$ cat src/sv/lbd_pkg.sv
`timescale 1ns / 1ps

package lbd_pkg;

	// Field and register widths
	localparam int ALPHA_W    = 16;
	localparam int RATIO_W    = 7;
	localparam int AVG_W      = 32;
	localparam int CNT_W      = 7;
	localparam int CFG_IDX_W  = 1;
	localparam int CFG_DATA_W = 16;

	// Filter datapath: Q16.16 value times a 17-bit coefficient (sign bit added)
	localparam int MUL_A_W = 32;
	localparam int MUL_B_W = ALPHA_W + 2;
	localparam int PROD_W  = MUL_A_W + MUL_B_W;
	localparam int FRAC_W  = 16;

	// Window sum holds up to 2^RATIO_W - 1 Q16.16 values
	localparam int SUM_W = AVG_W + RATIO_W;

	// Register reset values
	localparam logic [ALPHA_W-1:0] ALPHA_RESET = 16'h8000;
	localparam logic [RATIO_W-1:0] RATIO_RESET = 7'd1;

	// Configuration register indexes
	localparam logic [CFG_IDX_W-1:0] CFG_ALPHA = 1'b0;
	localparam logic [CFG_IDX_W-1:0] CFG_RATIO = 1'b1;

	// Sequencer states
	typedef enum logic [2:0] {
		ST_IDLE,
		ST_MUL_X,
		ST_MUL_P,
		ST_ACC,
		ST_DIV_GO,
		ST_DIV_WAIT,
		ST_EMIT
	} lbd_state_t;

	// Clamp a wide signed value to the Q16.16 range
	function automatic logic signed [AVG_W-1:0] sat_q16(input logic signed [PROD_W-1:0] v);
		logic signed [PROD_W-1:0] hi;
		logic signed [PROD_W-1:0] lo;
		hi = PROD_W'(signed'({1'b0, {(AVG_W-1){1'b1}}}));
		lo = PROD_W'(signed'({1'b1, {(AVG_W-1){1'b0}}}));
		if (v > hi) begin
			sat_q16 = {1'b0, {(AVG_W-1){1'b1}}};
		end else if (v < lo) begin
			sat_q16 = {1'b1, {(AVG_W-1){1'b0}}};
		end else begin
			sat_q16 = v[AVG_W-1:0];
		end
	endfunction

endpackage

$ cat src/sv/lbd_ifs.sv
`timescale 1ns / 1ps

// Sample channel
interface lbd_smp_if #(parameter int SAMPLE_BITS = 16) ();
	logic                          valid;
	logic                          ready;
	logic signed [SAMPLE_BITS-1:0] sample;
	logic                          last;

	modport source (output valid, sample, last, input ready);
	modport sink (input valid, sample, last, output ready);
endinterface

// Result channel
interface lbd_res_if import lbd_pkg::*; ();
	logic                    valid;
	logic                    ready;
	logic signed [AVG_W-1:0] avg_sample;
	logic [CNT_W-1:0]        window_count;
	logic                    end_of_signal;

	modport source (output valid, avg_sample, window_count, end_of_signal, input ready);
	modport sink (input valid, avg_sample, window_count, end_of_signal, output ready);
endinterface

// Configuration write channel
interface lbd_cfg_if import lbd_pkg::*; ();
	logic                  valid;
	logic                  ready;
	logic [CFG_IDX_W-1:0]  idx;
	logic [CFG_DATA_W-1:0] wdata;

	modport source (output valid, idx, wdata, input ready);
	modport sink (input valid, idx, wdata, output ready);
endinterface

$ cat src/sv/lbd_div.sv
`timescale 1ns / 1ps

// Floored signed division of the window sum by the fill count,
// restoring, one quotient bit per cycle, then a sign-fix step.
module lbd_div import lbd_pkg::*; (
	input  logic                    clk,
	input  logic                    arst_n,
	input  logic                    start,
	input  logic signed [SUM_W-1:0] dividend,
	input  logic [CNT_W-1:0]        divisor,
	output logic                    done,
	output logic signed [AVG_W-1:0] quotient
);

	localparam int STEP_W = $clog2(SUM_W);

	logic                    run_q;
	logic                    fix_q;
	logic                    done_q;
	logic [STEP_W-1:0]       step_q;
	logic                    neg_q;
	logic [SUM_W-1:0]        mag_q;
	logic [CNT_W-1:0]        rem_q;
	logic [CNT_W-1:0]        dvs_q;
	logic signed [AVG_W-1:0] quo_q;

	logic [CNT_W:0] trial;
	logic           fits;
	logic [SUM_W-1:0] signed_q;

	assign trial = {rem_q, mag_q[SUM_W-1]};
	assign fits  = trial >= {1'b0, dvs_q};

	// Negative: floor of -(mag / d) is ~mag + 1 when exact, ~mag otherwise
	assign signed_q = neg_q ? (~mag_q + SUM_W'(rem_q == '0)) : mag_q;

	// Control
	always_ff @(posedge clk or negedge arst_n) begin
		if (!arst_n) begin
			run_q  <= 1'b0;
			fix_q  <= 1'b0;
			done_q <= 1'b0;
			step_q <= '0;
		end else begin
			done_q <= 1'b0;
			if (start) begin
				run_q  <= 1'b1;
				step_q <= '0;
			end else if (run_q) begin
				step_q <= step_q + 1'b1;
				if (step_q == STEP_W'(SUM_W - 1)) begin
					run_q <= 1'b0;
					fix_q <= 1'b1;
				end
			end else if (fix_q) begin
				fix_q  <= 1'b0;
				done_q <= 1'b1;
			end
		end
	end

	// Shift-subtract datapath
	always_ff @(posedge clk) begin
		if (start) begin
			neg_q <= dividend[SUM_W-1];
			mag_q <= dividend[SUM_W-1] ? (~dividend + 1'b1) : dividend;
			rem_q <= '0;
			dvs_q <= divisor;
		end else if (run_q) begin
			mag_q <= {mag_q[SUM_W-2:0], fits};
			rem_q <= fits ? CNT_W'(trial - {1'b0, dvs_q}) : trial[CNT_W-1:0];
		end else if (fix_q) begin
			quo_q <= signed_q[AVG_W-1:0];
		end
	end

	assign done     = done_q;
	assign quotient = quo_q;

endmodule

$ cat src/sv/lowpass_box_decimator.sv
`timescale 1ns / 1ps

// One-pole low-pass filter followed by boxcar decimation.
// Channels: samples (sink) takes a signed sample and a last flag; results
// (source) gives the floored Q16.16 window mean, the number of samples in the
// window and an end-of-signal flag; cfg takes register writes (index 0 alpha,
// index 1 decimation ratio) and is always ready; write it only while idle.
// Each accepted sample runs through one shared 32x18 multiplier in two passes
// (alpha*x, then (1-alpha)*y_prev), then an accumulate step in ACC.
// A sample that does not close a window passes MUL_X, MUL_P and ACC first.
// A sample that closes a window (ratio reached or last) also runs the
// bit-serial divider, one quotient bit per cycle over 39 bits; its result is
// registered on leaving EMIT, and the next sample is taken only back in IDLE.
// The result register holds while the receiver stalls; the block
// takes further samples meanwhile and waits only when a new result is due.
// Reset clears the filter state, the window and the result valid, and sets
// alpha to one half and the ratio to one. After a last sample the filter and
// the window restart from zero.
module lowpass_box_decimator import lbd_pkg::*; #(
	parameter int MAX_RATIO   = 64,
	parameter int SAMPLE_BITS = 16
) (
	input  logic  clk,
	input  logic  arst_n,
	lbd_smp_if.sink   samples,
	lbd_res_if.source results,
	lbd_cfg_if.sink   cfg
);

	lbd_state_t state_q;
	lbd_state_t state_d;

	// Configuration
	logic [ALPHA_W-1:0] alpha_q;
	logic [RATIO_W-1:0] ratio_q;

	// Item and filter state
	logic signed [SAMPLE_BITS-1:0] x_q;
	logic                          last_q;
	logic signed [AVG_W-1:0]       prev_q;
	logic signed [SUM_W-1:0]       sum_q;
	logic [CNT_W-1:0]              fill_q;
	logic signed [PROD_W-1:0]      acc_q;
	logic signed [PROD_W-1:0]      prod_q;

	// Result register
	logic                    res_valid_q;
	logic signed [AVG_W-1:0] res_avg_q;
	logic [CNT_W-1:0]        res_count_q;
	logic                    res_eos_q;

	logic                     in_ready;
	logic                     div_start;
	logic                     div_done;
	logic signed [AVG_W-1:0]  div_quo;
	logic                     out_free;
	logic [RATIO_W-1:0]       ratio_eff;
	logic [CNT_W-1:0]         fill_inc;
	logic                     window_hit;
	logic signed [MUL_A_W-1:0] mul_a;
	logic signed [MUL_B_W-1:0] mul_b;
	logic signed [PROD_W-1:0]  mul_p;
	logic [ALPHA_W:0]          one_minus;
	logic signed [AVG_W-1:0]   y_val;

	assign out_free = !res_valid_q || results.ready;

	// Ratio clamp: zero acts as one, above MAX_RATIO saturates
	always_comb begin
		if (ratio_q == '0) begin
			ratio_eff = RATIO_W'(1);
		end else if (int'(ratio_q) > MAX_RATIO) begin
			ratio_eff = RATIO_W'(MAX_RATIO);
		end else begin
			ratio_eff = ratio_q;
		end
	end

	assign fill_inc   = fill_q + 1'b1;
	assign window_hit = (fill_inc >= ratio_eff) || last_q;

	// Shared multiplier: alpha*x in MUL_X, (1-alpha)*y_prev in MUL_P
	assign one_minus = (ALPHA_W+1)'(1 << ALPHA_W) - {1'b0, alpha_q};
	always_comb begin
		if (state_q == ST_MUL_X) begin
			mul_a = MUL_A_W'(x_q);
			mul_b = signed'({2'b00, alpha_q});
		end else begin
			mul_a = prev_q;
			mul_b = signed'({1'b0, one_minus});
		end
	end
	assign mul_p = mul_a * mul_b;

	// Filter output: arithmetic shift gives the floor of the Q16 product
	assign y_val = sat_q16(acc_q + (prod_q >>> FRAC_W));

	// Sequencer state register
	always_ff @(posedge clk or negedge arst_n) begin
		if (!arst_n) begin
			state_q <= ST_IDLE;
		end else begin
			state_q <= state_d;
		end
	end

	// Next state and strobes
	always_comb begin
		state_d   = state_q;
		in_ready  = 1'b0;
		div_start = 1'b0;
		case (state_q)
			ST_IDLE: begin
				in_ready = 1'b1;
				if (samples.valid) begin
					state_d = ST_MUL_X;
				end
			end
			ST_MUL_X: begin
				state_d = ST_MUL_P;
			end
			ST_MUL_P: begin
				state_d = ST_ACC;
			end
			ST_ACC: begin
				state_d = window_hit ? ST_DIV_GO : ST_IDLE;
			end
			ST_DIV_GO: begin
				div_start = 1'b1;
				state_d   = ST_DIV_WAIT;
			end
			ST_DIV_WAIT: begin
				if (div_done) begin
					state_d = ST_EMIT;
				end
			end
			ST_EMIT: begin
				if (out_free) begin
					state_d = ST_IDLE;
				end
			end
			default: begin
				state_d = ST_IDLE;
			end
		endcase
	end

	// Configuration registers
	always_ff @(posedge clk or negedge arst_n) begin
		if (!arst_n) begin
			alpha_q <= ALPHA_RESET;
			ratio_q <= RATIO_RESET;
		end else if (cfg.valid) begin
			case (cfg.idx)
				CFG_ALPHA: alpha_q <= cfg.wdata[ALPHA_W-1:0];
				CFG_RATIO: ratio_q <= cfg.wdata[RATIO_W-1:0];
				default: ;
			endcase
		end
	end

	// Filter and window state
	always_ff @(posedge clk or negedge arst_n) begin
		if (!arst_n) begin
			prev_q <= '0;
			sum_q  <= '0;
			fill_q <= '0;
		end else if (state_q == ST_ACC) begin
			prev_q <= y_val;
			sum_q  <= sum_q + SUM_W'(y_val);
			fill_q <= fill_inc;
		end else if (state_q == ST_EMIT && out_free) begin
			sum_q  <= '0;
			fill_q <= '0;
			if (last_q) begin
				prev_q <= '0;
			end
		end
	end

	// Input capture and product registers
	always_ff @(posedge clk) begin
		if (in_ready && samples.valid) begin
			x_q    <= samples.sample;
			last_q <= samples.last;
		end
		if (state_q == ST_MUL_X) begin
			acc_q <= mul_p;
		end
		if (state_q == ST_MUL_P) begin
			prod_q <= mul_p;
		end
	end

	lbd_div u_div (
		.clk      (clk),
		.arst_n   (arst_n),
		.start    (div_start),
		.dividend (sum_q),
		.divisor  (fill_q),
		.done     (div_done),
		.quotient (div_quo)
	);

	// Result register
	always_ff @(posedge clk or negedge arst_n) begin
		if (!arst_n) begin
			res_valid_q <= 1'b0;
		end else if (state_q == ST_EMIT && out_free) begin
			res_valid_q <= 1'b1;
		end else if (results.ready) begin
			res_valid_q <= 1'b0;
		end
	end

	always_ff @(posedge clk) begin
		if (state_q == ST_EMIT && out_free) begin
			res_avg_q   <= div_quo;
			res_count_q <= fill_q;
			res_eos_q   <= last_q;
		end
	end

	assign samples.ready         = in_ready;
	assign cfg.ready             = 1'b1;
	assign results.valid         = res_valid_q;
	assign results.avg_sample    = res_avg_q;
	assign results.window_count  = res_count_q;
	assign results.end_of_signal = res_eos_q;

endmodule

$ cat src/flat_wrapper.sv
// flat-port wrapper written by rule: the top's interface ports become plain ports
module lowpass_box_decimator_flat import lbd_pkg::*;
#(
	parameter int MAX_RATIO   = 64,
	parameter int SAMPLE_BITS = 16
)
  (clk, arst_n, samples_valid, samples_sample, samples_last, samples_ready, results_valid, results_avg_sample, results_window_count, results_end_of_signal, results_ready, cfg_valid, cfg_idx, cfg_wdata, cfg_ready);
  lbd_smp_if #(.SAMPLE_BITS(SAMPLE_BITS)) samples_i ();
  lbd_res_if results_i ();
  lbd_cfg_if cfg_i ();
  input  logic clk;
  input  logic arst_n;
  input wire logic [$bits(samples_i.valid)-1:0] samples_valid;
  input wire logic [$bits(samples_i.sample)-1:0] samples_sample;
  input wire logic [$bits(samples_i.last)-1:0] samples_last;
  output wire logic [$bits(samples_i.ready)-1:0] samples_ready;
  output wire logic [$bits(results_i.valid)-1:0] results_valid;
  output wire logic [$bits(results_i.avg_sample)-1:0] results_avg_sample;
  output wire logic [$bits(results_i.window_count)-1:0] results_window_count;
  output wire logic [$bits(results_i.end_of_signal)-1:0] results_end_of_signal;
  input wire logic [$bits(results_i.ready)-1:0] results_ready;
  input wire logic [$bits(cfg_i.valid)-1:0] cfg_valid;
  input wire logic [$bits(cfg_i.idx)-1:0] cfg_idx;
  input wire logic [$bits(cfg_i.wdata)-1:0] cfg_wdata;
  output wire logic [$bits(cfg_i.ready)-1:0] cfg_ready;
  assign samples_i.valid = samples_valid;
  assign samples_i.sample = samples_sample;
  assign samples_i.last = samples_last;
  assign samples_ready = samples_i.ready;
  assign results_valid = results_i.valid;
  assign results_avg_sample = results_i.avg_sample;
  assign results_window_count = results_i.window_count;
  assign results_end_of_signal = results_i.end_of_signal;
  assign results_i.ready = results_ready;
  assign cfg_i.valid = cfg_valid;
  assign cfg_i.idx = cfg_idx;
  assign cfg_i.wdata = cfg_wdata;
  assign cfg_ready = cfg_i.ready;
  lowpass_box_decimator #(.MAX_RATIO(MAX_RATIO), .SAMPLE_BITS(SAMPLE_BITS)) u_core (.clk(clk), .arst_n(arst_n), .samples(samples_i), .results(results_i), .cfg(cfg_i));
endmodule
$ cat config.mk
export PLATFORM = sky130hd
export DESIGN_NAME = lowpass_box_decimator_flat
export DESIGN_NICKNAME = d
export VERILOG_FILES = /design/src/sv/lbd_pkg.sv /design/src/sv/lbd_ifs.sv /design/src/sv/lbd_div.sv /design/src/sv/lowpass_box_decimator.sv /design/src/flat_wrapper.sv
export SDC_FILE = /design/constraint.sdc
export NUM_CORES = 2
export LEC_CHECK = 0
export BUFFER_PORTS_ARGS = -buffer_cell sky130_fd_sc_hd__buf_4
export CAP_MARGIN = 20
export CORE_UTILIZATION = 40
export CTS_CLUSTER_DIAMETER = 120
export CTS_CLUSTER_SIZE = 25
export DETAILED_ROUTE_END_ITERATION = 12
export GPL_ROUTABILITY_DRIVEN = 0
export PLACE_DENSITY = 0.6
export SETUP_SLACK_MARGIN = 0.5
export SYNTH_ARGS = -nofsm -noshare
export SYNTH_HDL_FRONTEND = slang
export SYNTH_SLANG_ARGS = --single-unit
export TNS_END_PERCENT = 20
$ cat constraint.sdc
create_clock -name clk -period 27.5 [get_ports clk]
set_clock_uncertainty 0.2 [all_clocks]
set_input_delay 4.125 -clock clk [delete_from_list [all_inputs] [get_ports clk]]
set_output_delay 4.125 -clock clk [all_outputs]
set_load 0.03 [all_outputs]
[Word level (Yosys, flattened, before mapping)]
Index checks and enable logic that the tools add are counted.
Operators by class
  $add $sub $neg: 8
  multiply operators: 1
  order comparisons: 5
  eq/ne operators: 11
  mux-type cells: 37
  bitwise operators: 5
  reductions and logical operators: 18
Operator list (number)
  2-to-1 mux 32 bit: 7
  2-to-1 mux 39 bit: 5
  adder 50 x 34 -> 50 bit: 1
  > comparator 50 x 32 -> 1 bit, second input constant: 1
  less-than comparator 50 x 32 -> 1 bit, second input constant: 1
  multiplier 32 x 18 -> 50 bit: 1
  adder 39 x 1 -> 39 bit, second input constant: 1
  adder 39 x 32 -> 39 bit: 1
  inverter 39 bit: 1
  2-to-1 mux 7 bit: 5
  adder 32 x 1 -> 32 bit: 1
  inverter 32 bit: 1
  case mux 3 bit (7 select lines): 1
  2-to-1 mux 17 bit: 1
  subtractor 17 x 16 -> 17 bit, first input constant: 1
  logical NOT 7 bit: 2
  2-to-1 mux 1 bit: 12
  2-to-1 mux 3 bit: 4
  2-to-1 mux 6 bit: 2
  equality test 3 bit, second input constant: 3
  >= comparator 8 x 7 -> 1 bit: 1
  AND reduction 2 bit: 4
  nonzero test 2 bit: 4
  adder 7 x 1 -> 7 bit, second input constant: 1
  15 further kinds: 23
Storage, ports and cells
  register bits after elaboration: 357
  bits of input ports: 39
  word-level logic and storage cells: 108

[Depth between registers and ports, before layout]
  word-level depth: 7
  gate-level depth with buffers: 34
  depth with buffers taken out: 33

[Modules after synthesis]
A second synthesis with hierarchy kept.
Unflattened totals
  cells, all modules: 4185
  area total of the unflattened synthesis: 38884.8 um^2
Modules (own cells, without submodules)
  lowpass_box_decimator: times used 1, cells an instance 3652, area each 33389.5 um^2, sequential area each 6864.1 um^2
  lbd_div: times used 1, cells an instance 533, area each 5495.3 um^2, sequential area each 2737.6 um^2

[Worst setup path before layout]
Ideal clock, no wire load.
  path kind: flip-flop to flip-flop
  start point: register u_core.state_q[1]
  end point: register u_core.acc_q[48], data pin
  library setup time: 0.265 ns
  arrival: 9.037 ns
  required time: 27.035 ns
  path slack: 17.998 ns
  cell stages (with the launch flop): 30
  path buffers: 4
  path through: dfrtp_1 > or3b_1 > clkbuf_1 > inv_1 > clkbuf_1 > clkbuf_1 > nand2_1 > nand2_1 > clkbuf_1 > nand2_1 > fa_1 > inv_1 > fa_1 > inv_1 > fa_1 > fa_1 > inv_1 > fa_1 > fa_1 > ha_1 > or4_1 > a2111oi_0 > nor3_1 > a31oi_1 > o21ai_1 > a21oi_1 > a21oi_1 > a21oi_1 > o21ai_1 > xor2_1
On the way
  word-level cells in the longest chain between the ends: 3
  elaborated cells on any way between the ends: 4
Ends and longest elaborated chain
  from (decl): RTL line lowpass_box_decimator.sv:30  | lbd_state_t state_q;
  from (signal assigned): RTL line lowpass_box_decimator.sv:103  | state_q <= state_d;
  equality test 3 x 1 -> 1 bit *: RTL line lowpass_box_decimator.sv:85  | if (state_q == ST_MUL_X) begin
  2-to-1 mux 32 bit / 2-to-1 mux 17 bit (equally long branches): RTL line lowpass_box_decimator.sv:85
  multiplier 32 x 18 -> 50 bit *: RTL line lowpass_box_decimator.sv:93  | assign mul_p = mul_a * mul_b;
  named net u_core.mul_p[48]: RTL line lowpass_box_decimator.sv:62  | logic signed [PROD_W-1:0] mul_p;
  to (signal assigned): RTL line lowpass_box_decimator.sv:188  | acc_q <= mul_p;
  to (decl): RTL line lowpass_box_decimator.sv:43  | logic signed [PROD_W-1:0] acc_q;
Mark *: on every way through the listed nets, which the timed path passes. The rest lies on a longest branch.
A chain may end at the register's enable or synchronous reset.

[Worst setup path in the final report]
  start point: register u_core.state_q[0]
  end point: register u_core.acc_q[48], data pin
The elaborated chain is that of the path after synthesis.

==> results by group <==
Min path
  • Worst hold path class: reg2reg
  • Min-delay src: u_core.u_div.quotient[26]
  • End of the worst hold path: u_core.results.avg_sample[26]
  • Depth of the worst hold-timing path: 0

Route
  • Routed wire per std cell: 19.0 µm
  • DRC violation total after the first TritonRoute iteration: 2033
  • Number of vias in the routed layout: 28665
  • Detailed-route vias per instance: 5.31
  • Number of antenna-violating nets in the routed design: 0
  • Remaining DRCs: 0
  • Iteration count of the initial detailed-routing pass: 6
  • Detailed-route wire length: 102000 µm

Logic synthesis
  • Top-area cell type share of the netlist area: 27.4%
  • Synthesized cell area: 0.0383 mm²
  • Most frequently used flop master after synthesis: sky130_fd_sc_hd__edfxtp_1
  • Proportion of synthesized chip area in sequential cells: 25.1%
  • Yosys synthesis warning count: 0
  • Fraction of registers with async set/reset: 33.4%
  • Largest area contributor in the synthesized netlist: sky130_fd_sc_hd__fa_1
  • Number of synthesized flops with an enable pin: 220
  • Top post-synthesis cells by area: sky130_fd_sc_hd__fa_1 27%, sky130_fd_sc_hd__edfxtp_1 17%, sky130_fd_sc_hd__ha_1 7.4%
  • Total of flip-flops plus latches after synthesis: 341
  • Count of mapped cells out of synthesis: 4148
  • Cell variety after synth: 82
  • Number of nets produced by synthesis: 4939
  • Post-synthesis area per instance: 9.23 µm²

Clock network
  • Post-CTS repair timing setup buffer count: 0
  • Source-to-sink clock delay at the later pin of the worst-skew pair: 600 ps
  • Clock tree from TritonCTS: built
  • Clock Root Buffer: sky130_fd_sc_hd__clkbuf_16
  • Cts-stage hold buffer count: 0
  • Number of buffers on the longest clock path: 3
  • Quantity of gates resized following cts: 0
  • Htree depth: 1
  • Clk pin slew, worst setup/hold paths: 100 ps
  • Clock sinks: 341
  • Number of buffers created by CTS: 21

STA
  • Worst-Margin Slew: 1040 ps
  • Setup TNS: 0 ps
  • Final hold vios: 0
  • Final slew viol count: 0
  • Final worst path period share: 36.8%
  • RSZ-0062 raised after global routing: false
  • # setup viols final: 0
  • Shortest clock period the worst path allows after layout: 10110 ps
  • Maximum achievable frequency: 98.9 MHz
  • Slew headroom: 30.7%

GRT
  • Pin count of the biggest net entering global routing: 81
  • Via count of the first global-routing pass: 29038
  • Overall track demand over capacity in global routing: 21.4%
  • First-pass GRT wire length: 163000 µm
  • Initial antenna violation count: 0
  • Sum of overflow across all layers after global routing: 0

Die
  • Vertical extent of the die: 311 µm
  • Width of the die: 311 µm
  • Die Area: 0.0970 mm²
  • Num rows: 113
  • Initial core utilization: 40.4%
  • Floorplan Core Area: 0.0949 mm²
  • Count of pins on the block boundary: 82

Critical path
  • Reg-to-Reg End: u_core.acc_q[48]
  • Type of the worst setup path: reg2reg
  • Endpoint class of the critical path: flop
  • Data arrival time at the worst-slack endpoint: 10240 ps
  • Highest-delay cell along the critical path: sky130_fd_sc_hd__buf_4
  • Largest fanout on the critical path: 77
  • Depth of the worst register-to-register path: 28
  • Required @ worst endpoint: 27630 ps
  • Slowest Stage Delay on Critical Path: 750 ps
  • Reg-to-Reg Start: u_core.state_q[0]
  • Cell seen most often among critical-path stages: sky130_fd_sc_hd__fa_1
  • Kind of start point of the critical path: flop
  • Reg2Reg Setup Slack: 17390 ps

Finish
  • ANT cells: 0
  • Cell area after layout: 0.0410 mm²
  • Fraction of final layout cells sized beyond drive strength 1: 5.30%
  • Area Overhead vs Synth: 7.02%
  • Final net count: 4908

Place
  • Sum of net half-perimeters after detailed placement: 82000 µm
  • IO Port Bufs: 80
  • Instance area at placement: 0.0403 mm²

Run
  • Max-cap violations: 0

Run status
  • Outcome: complete, no violations
## layout by cell type (no fill, tap or decap), types with 88 or more instances in the layout
master | synthesis | layout
sky130_fd_sc_hd__dfrtp_1 | 112 | 111
sky130_fd_sc_hd__nand2_1 | 708 | 707
sky130_fd_sc_hd__o21ai_1 | 106 | 104
sky130_fd_sc_hd__inv_1 | 640 | 639
sky130_fd_sc_hd__nor2_1 | 252 | 252
sky130_fd_sc_hd__buf_4 | 1 | 128
sky130_fd_sc_hd__a21oi_1 | 200 | 199
sky130_fd_sc_hd__o21ai_0 | 110 | 110
sky130_fd_sc_hd__fa_1 | 524 | 524
sky130_fd_sc_hd__edfxtp_1 | 220 | 220
sky130_fd_sc_hd__xor2_1 | 94 | 88
sky130_fd_sc_hd__xnor2_1 | 131 | 126
sky130_fd_sc_hd__ha_1 | 228 | 228
## registers in the layout (all words and copies together), names as in the netlist, 16 cells and up
register / count
u_core.x_q: 16
u_core.alpha_q: 16
u_core.acc_q: 50
u_core.sum_q: 39
u_core.results.avg_sample: 32
u_core.u_div.quotient: 32
u_core.prod_q: 34
u_core.prev_q: 32
u_core.u_div.mag_q: 39
## critical path, delay by kind of cell, from the launching register on
family	cells	cell delay [ps]
fa+ha+maj	7	3280
compound gates	7	2050
buf+inv	7	1800
simple gates	5	1460
flops	1	570
xor+xnor	2	320
## worst max-delay path by stage
stage | from | end | depth (start not counted) | slack [ps]
finish | u_core.state_q[0] | u_core.acc_q[48] | 28 | 17390
global route | u_core.state_q[0] | u_core.acc_q[48] | 28 | 16780
CTS | u_core.state_q[0] | u_core.acc_q[48] | 28 | 17290
detailed placement | u_core.state_q[0] | u_core.acc_q[48] | 28 | 17310
global placement | u_core.state_q[0] | u_core.acc_q[48] | 28 | 17540
floorplan | u_core.state_q[1] | u_core.acc_q[48] | 29 | 18000
## synthesized netlist by cell type (all sizes together), types with 36 or more instances
cell type / n
nor2: 252
nand2b: 36
a21oi: 200
o21ai: 216
xor2: 94
clkbuf: 170
a21o: 64
dfrtp: 112
ha: 228
xnor2: 131
fa: 524
inv: 641
nand2: 708
edfxtp: 220
## cell families after synthesis
group	synth area share [%]
AND/OR/NAND/NOR	14.3
buffers and inverters	8.10
adder cells (fa/ha/maj)	34.8
AO/OA/AOI/OAI	11.6
flip-flops	25.1
XOR/XNOR	5.15
multiplexers	0.957
other	0.00979
## metal layers
layer / share of wire (%) / up-vias / global-route usage (%)
met2: 48 / 868 / 35.8
li1: - / 13362 / -
met5: 0 / - / 0
met4: 2.3 / 0 / 4.78
met3: 6.6 / 117 / 2.65
met1: 43 / 14318 / 29.6
## layout make-up
cell class	count	area (µm²)
tap	1265	1580
fill	9238	53900
clock buffer	29	556
clock inverter	9	138
sequential	341	9600
multi-input combinational	2983	25700
inverter	641	2410
timing repair buffer	129	972
## through the flow
step / hold WS [ps] / utilization (%) / std cells / worst slack [ps]
after floorplan: 200 / - / 4148 / 18000
after global placement: 202 / 42.5 / 5359 / 17540
after detailed placement: 205 / 42.5 / 5359 / 17310
after CTS: 222 / 43.2 / 5397 / 17290
after global routing: 232 / 43.2 / 5397 / 16780
final: 216 / 43.2 / 5397 / 17390
Power is left out: the tool's default activity adds up to more than one toggle a clock period on the data nets, which glitch-free logic cannot reach.
